===== src/swp_pkg.sv =====
// Shared types and constants of the swipe gesture detector.
// No dependencies; every other file imports this package.
`default_nettype none

package swp_pkg;

  localparam int KIND_W = 2;
  localparam int FING_W = 3;
  localparam int DIR_W  = 2;
  localparam int THR_W  = 20;
  localparam int CD_W   = 16;
  localparam int CFG_W  = 20;
  localparam int CFGI_W = 2;
  localparam int MS_W   = 32;

  localparam logic [KIND_W-1:0] KIND_BEGIN  = 2'd0;
  localparam logic [KIND_W-1:0] KIND_UPDATE = 2'd1;
  localparam logic [KIND_W-1:0] KIND_END    = 2'd2;
  localparam logic [KIND_W-1:0] KIND_TICK   = 2'd3;

  localparam logic [DIR_W-1:0] DIR_RIGHT = 2'd0;
  localparam logic [DIR_W-1:0] DIR_LEFT  = 2'd1;
  localparam logic [DIR_W-1:0] DIR_DOWN  = 2'd2;
  localparam logic [DIR_W-1:0] DIR_UP    = 2'd3;

  localparam logic [CFGI_W-1:0] CFG_MAX_THR  = 2'd0;
  localparam logic [CFGI_W-1:0] CFG_MIN_THR  = 2'd1;
  localparam logic [CFGI_W-1:0] CFG_COOLDOWN = 2'd2;

  localparam logic [THR_W-1:0] MAX_THR_RST  = 20'd1600;
  localparam logic [THR_W-1:0] MIN_THR_RST  = 20'd480;
  localparam logic [CD_W-1:0]  COOLDOWN_RST = 16'd300;

  // status of the square root unit
  typedef struct packed {
    logic busy;
    logic done;
  } root_stat_t;

endpackage

`default_nettype wire


===== src/swp_root_unit.sv =====
// Iterative integer square root, one result bit per cycle.
// Depends on swp_pkg for the status struct.
`default_nettype none

module swp_root_unit import swp_pkg::*; #(
  parameter int VW = 32
) (
  input  wire logic            clk,
  input  wire logic            rst_n,
  input  wire logic            start,
  input  wire logic [VW-1:0]   value,
  output root_stat_t           stat,
  output logic      [VW/2-1:0] root
);

  localparam int STEPS = VW / 2;
  localparam int CW    = $clog2(STEPS + 1);

  logic [VW-1:0] rem_r, rem_nxt;
  logic [VW-1:0] root_r, root_nxt;
  logic [VW-1:0] bit_r, bit_nxt;
  logic [CW-1:0] cnt_r, cnt_nxt;
  logic          busy_r, busy_nxt;
  logic          done_r, done_nxt;
  logic [VW-1:0] trial;

  assign trial = root_r + bit_r;

  always_comb begin
    rem_nxt  = rem_r;
    root_nxt = root_r;
    bit_nxt  = bit_r;
    cnt_nxt  = cnt_r;
    busy_nxt = busy_r;
    done_nxt = 1'b0;
    if (start) begin
      rem_nxt  = value;
      root_nxt = '0;
      bit_nxt  = {2'b01, {(VW-2){1'b0}}};
      cnt_nxt  = '0;
      busy_nxt = 1'b1;
    end else if (busy_r) begin
      if (rem_r >= trial) begin
        rem_nxt  = rem_r - trial;
        root_nxt = (root_r >> 1) + bit_r;
      end else begin
        root_nxt = root_r >> 1;
      end
      bit_nxt = bit_r >> 2;
      cnt_nxt = cnt_r + 1'b1;
      if (cnt_r == CW'(STEPS - 1)) begin
        busy_nxt = 1'b0;
        done_nxt = 1'b1;
      end
    end
  end

  always_ff @(posedge clk) begin
    if (!rst_n) begin
      busy_r <= 1'b0;
      done_r <= 1'b0;
      cnt_r  <= '0;
    end else begin
      busy_r <= busy_nxt;
      done_r <= done_nxt;
      cnt_r  <= cnt_nxt;
    end
    rem_r  <= rem_nxt;
    root_r <= root_nxt;
    bit_r  <= bit_nxt;
  end

  assign stat.busy = busy_r;
  assign stat.done = done_r;
  assign root      = root_r[VW/2-1:0];

  a_no_restart: assert property (@(posedge clk) disable iff (!rst_n)
    busy_r |-> !start) else $error("root unit restarted while busy");
  a_done_after_busy: assert property (@(posedge clk) disable iff (!rst_n)
    done_r |-> $past(busy_r)) else $error("root done without a run");
  a_done_ends_run: assert property (@(posedge clk) disable iff (!rst_n)
    done_r |-> !busy_r) else $error("root unit still busy at done");

endmodule

`default_nettype wire


===== config.mk =====
export PLATFORM = sky130hd
export DESIGN_NAME = swp_root_unit
export DESIGN_NICKNAME = d
export VERILOG_FILES = /design/src/swp_pkg.sv /design/src/swp_root_unit.sv
export SDC_FILE = /design/constraint.sdc
export NUM_CORES = 1
export LEC_CHECK = 0
export BUFFER_PORTS_ARGS = -buffer_cell sky130_fd_sc_hd__buf_2
export CORE_UTILIZATION = 45
export DETAILED_ROUTE_END_ITERATION = 10
export MAX_ROUTING_LAYER = met4
export SYNTH_ARGS = -nofsm -noshare
export SYNTH_HDL_FRONTEND = slang
export SYNTH_SLANG_ARGS = --single-unit

===== constraint.sdc =====
create_clock -name clk -period 4.65 [get_ports clk]
set_clock_uncertainty 0.15 [all_clocks]
set_input_delay 0.93 -clock clk [delete_from_list [all_inputs] [get_ports clk]]
set_output_delay 0.93 -clock clk [all_outputs]
set_load 0.1 [all_outputs]

==> results.ini <==
[critical_path]
crit_path_start = root_r[0]$_SDFFE_PP0P_
timing.critical_path.from_type = flip-flop
crit_arrival_ps = 4750
worst-path-max-fanout = 5
worst_path_most_repeated_cell = sky130_fd_sc_hd__a21oi_2
setup.worst_path.class = flip-flop to flip-flop
critical_path.reg2reg.endpoint = root_r[28]$_SDFFE_PP0P_
worst_path_largest_cell_delay_ps = 370
logic_depth_of_the_worst_setup_path_including_buffers = 20
critical-path-slowest-cell = sky130_fd_sc_hd__a211o_1
delay_heaviest_family_cp = compound AO/OA/AOI/OAI gates
worst-endpoint-required_ps = 4740
worstPathCellList = ha_1, ha_1, a21oi_2, o21ai_1, a211o_1, o21ai_1, buf_4, nand2_1, nand2_1, xor2_2, ha_2, a21oi_2, a21boi_0, a211oi_2, o2111ai_4, buf_4, o21ai_4, buf_6, a21oi_2, a2111oi_2
worstRegToRegCells = 20
worstPathBufferInverterCount = 3
worstSetupEndpoint = root_r[28]$_SDFFE_PP0P_
regToRegStartpoint = root_r[0]$_SDFFE_PP0P_
r2r_slack_ps = -10
worst_setup_path_end_kind = flip-flop

[status]
result_of_the_run = finished, violations left
failed_checks = negative setup slack

[power]
power.leakage_uw = 0.00383
ir_drop_uv = 248
power.density_nw_per_um2 = 500
totalPowerFinal_uw = 4710

[routing]
detail_route.wl_per_cell_um = 17.1
first_iter_violations = 339
postRouteAntennaNets = 0
post_detailed_route_via_to_cell_ratio = 5.75
postRouteWirelength_um = 21300
drc = 0
overall_via_count_from_detail_route = 7173
firstDrtPassIters = 5

[timing]
total_of_endpoints_with_negative_setup_slack_in_the_final_report = 1
min_period_over_period_pct = 100
period_minus_slack_ps = 4660
whs_ps = 327
grt_setup_unrepaired = true
finalHoldViolations = 0
report.final.slew_viol_count = 0
timing.slew.headroom_pct = 39.2
max_slew.worst_pin.slew_ps = 912
timing.fmax_mhz = 215
timing.final.ws_setup_ps = -11.8

[die]
design.die.area_um2 = 17300
i_o_pin_count = 53
floorplan.initialDensity_pct = 46.9
fp.dieW_um = 132
die_h_um = 132
row_count = 46
floorplan_core_area_um2 = 16100

[global_routing]
grtUsageMet3_pct = 3.28
global_route_congestion_overflow_total = 0
first_pass_grt_wire_length_um = 33400
maximum_number_of_pins_on_one_net_before_global_route_repair = 79
global_route.peak_usage_layer = met2
groute.layer.met2.usage_pct = 41.7
antenna_found_initial = 0
grt_usage_pct = 24.6
vias_in_the_first_global_route = 6714
groute.layer.met1.usage_pct = 30.6

[clocking]
cts-hold-fix-buffers = 0
cts_tree = yes
cts_inserted_buffers = 9
clkLatencyLatePin_ps = 360
cts_max_path_buffers = 2
htreeDepth = 3
clkTransAtPathRegs_ps = 70
clock-sinks = 87
cts_root_buffer = sky130_fd_sc_hd__clkbuf_16

[logic_synthesis]
synth_fp_nets = 1011
synth_cell_types = 80
synth_area_leader_cell = sky130_fd_sc_hd__dfxtp_1
synth.yosys.seq_area_share_pct = 27.3
synth-async-reset-ratio_pct = 0
yosys_register_bits = 87
synth_top_cells_by_area = sky130_fd_sc_hd__dfxtp_1 (15%), sky130_fd_sc_hd__edfxtp_1 (13%), sky130_fd_sc_hd__ha_1 (11%)
synth-edff-count = 32
synthesis.area_per_instance_um2 = 8.33
synthDominantCellAreaShare_pct = 14.6
post_synth_instance_area_um2 = 7550
synth.cells.most_frequent = sky130_fd_sc_hd__nand2_1 (87), sky130_fd_sc_hd__nor2_1 (87), sky130_fd_sc_hd__ha_1 (68)
dominantRegCellSynth = sky130_fd_sc_hd__dfxtp_1
netlist_instances = 907
synth.yosys.warnings = 0

[final_layout]
flow.area_growth_from_synthesis_pct = 24.7
ant_diodes = 0
layout.cells.non_filler = 1248
ff_latch_area_um2 = 2070
nNetsFinal = 1131
drive_gt1_share_pct = 25.4
multi_input_gate_area_in_the_final_layout_um2 = 5400
filler_cell_count = 1500

[placement]
dpl.hpwl_um = 15200
placed_cells = 1212
place.gp.congestion = 0.900
port-buffer-count = 52

[flow_run]
cap_viol_max_count = 0

[min_path]
hp-class = flip-flop to flip-flop
hold_path_depth = 2

[area by class of cell]
class,instances,share of cell area [%]
Sequential cell,87,22.0
Timing Repair Buffer,164,13.4
Inverter,29,1.16
Multi-Input combinational cell,736,57.3
Tap cell,216,2.87
Clock buffer,9,2.39
Clock inverter,7,0.837
[worst min path at each step]
stage | slack [ps] | endpoint | startpoint
2_1_floorplan | 310 | cnt_r[4]$_SDFFE_PP0P_ | cnt_r[4]$_SDFFE_PP0P_
3_3_place_gp | 320 | cnt_r[4]$_SDFFE_PP0P_ | cnt_r[4]$_SDFFE_PP0P_
3_5_place_dp | 320 | cnt_r[4]$_SDFFE_PP0P_ | cnt_r[4]$_SDFFE_PP0P_
4_1_cts | 330 | cnt_r[4]$_SDFFE_PP0P_ | cnt_r[4]$_SDFFE_PP0P_
5_1_grt | 380 | cnt_r[4]$_SDFFE_PP0P_ | cnt_r[4]$_SDFFE_PP0P_
6_report | 330 | cnt_r[4]$_SDFFE_PP0P_ | cnt_r[4]$_SDFFE_PP0P_
[sequential cells by signal (all words and copies together) (netlist names)]
name    cells
bit_r      16
root_r     32
rem_r      32
busy_r      1
done_r      1
cnt_r       5
[logic make-up after synthesis]
group           synth area share, %
compound gates                 27.0
simple gates                   17.7
flops                          27.3
buf+inv                        5.53
fa+ha+maj                      11.5
xor+xnor                       7.07
mux                            3.81
[cell usage in the layout, fill, tap and decap left out, types with 7 or more instances in the layout]
cell type,netlist,routed
sky130_fd_sc_hd__a211oi_1,16,14
sky130_fd_sc_hd__a21o_1,16,16
sky130_fd_sc_hd__a21oi_1,51,43
sky130_fd_sc_hd__a21oi_2,2,9
sky130_fd_sc_hd__a221oi_1,10,9
sky130_fd_sc_hd__a311oi_1,13,11
sky130_fd_sc_hd__a31oi_1,22,20
sky130_fd_sc_hd__and2_1,12,12
sky130_fd_sc_hd__and3_1,14,14
sky130_fd_sc_hd__buf_2,4,51
sky130_fd_sc_hd__buf_4,21,97
sky130_fd_sc_hd__buf_6,2,7
sky130_fd_sc_hd__clkbuf_16,0,13
sky130_fd_sc_hd__dfxtp_1,55,47
sky130_fd_sc_hd__dfxtp_2,0,8
sky130_fd_sc_hd__edfxtp_1,32,32
sky130_fd_sc_hd__ha_1,68,61
sky130_fd_sc_hd__inv_1,27,27
sky130_fd_sc_hd__mux2i_1,22,21
sky130_fd_sc_hd__nand2_1,87,84
sky130_fd_sc_hd__nand3_1,12,11
sky130_fd_sc_hd__nand4_1,14,14
sky130_fd_sc_hd__nor2_1,87,86
sky130_fd_sc_hd__nor3_1,14,13
sky130_fd_sc_hd__nor3b_1,7,7
sky130_fd_sc_hd__o211ai_1,9,9
sky130_fd_sc_hd__o21ai_0,52,46
sky130_fd_sc_hd__o21ai_1,23,26
sky130_fd_sc_hd__o21bai_1,8,8
sky130_fd_sc_hd__o31ai_1,7,7
sky130_fd_sc_hd__or3_1,8,7
sky130_fd_sc_hd__xnor2_1,32,31
sky130_fd_sc_hd__xor2_1,29,27
[worst reg2reg max path, cell delays in order, from the launching register on]
cell	delay [ps]
sky130_fd_sc_hd__dfxtp_1	330
sky130_fd_sc_hd__ha_1	250
sky130_fd_sc_hd__ha_1	230
sky130_fd_sc_hd__a21oi_2	180
sky130_fd_sc_hd__o21ai_1	110
sky130_fd_sc_hd__a211o_1	370
sky130_fd_sc_hd__o21ai_1	200
sky130_fd_sc_hd__buf_4	140
sky130_fd_sc_hd__nand2_1	60
sky130_fd_sc_hd__nand2_1	110
sky130_fd_sc_hd__xor2_2	190
sky130_fd_sc_hd__ha_2	330
sky130_fd_sc_hd__a21oi_2	160
sky130_fd_sc_hd__a21boi_0	120
sky130_fd_sc_hd__a211oi_2	370
sky130_fd_sc_hd__o2111ai_4	240
sky130_fd_sc_hd__buf_4	220
sky130_fd_sc_hd__o21ai_4	240
sky130_fd_sc_hd__buf_6	160
sky130_fd_sc_hd__a21oi_2	40
sky130_fd_sc_hd__a2111oi_2	340
[per-stage QoR]
stage	area, um^2	utilization (%)	worst slack [ps]	setup TNS (ps)
floorplan	7550	-	4.20	0
global placement	8520	52.8	-30.6	-65.5
detailed placement	8520	52.8	-93.1	-709
CTS	8870	55.1	1.93	0
global route	9410	58.4	-212	-5490
finish	9410	58.4	-11.8	-11.8
[repair_timing]
item | CTS | global route
setup endpoints to repair | 15 | 67
gates cloned | 0 | 6
buffers inserted | 2 | 15
pin swaps | 5 | 52
gates resized for setup | 7 | 65
hold endpoints to repair | 0 | 0
[routing by layer]
layer | up-vias | share of wire (%) | routed length [um]
met2 | 135 | 50 | 10600
li1 | 3620 | - | -
met5 | - | 0 | 0
met3 | 24 | 3.3 | 697
met1 | 3394 | 45 | 9630
met4 | 0 | 1.7 | 371
[report_power, final]
group | leakage, uW | switching [uW] | internal (uW) | total, uW
clock network | 0.000153 | 349 | 425 | 774
registers | 0.000772 | 110 | 995 | 1100
logic | 0.00291 | 1590 | 1240 | 2830
total | 0.00383 | 2050 | 2660 | 4710
(Power assumes the default switching activity.)
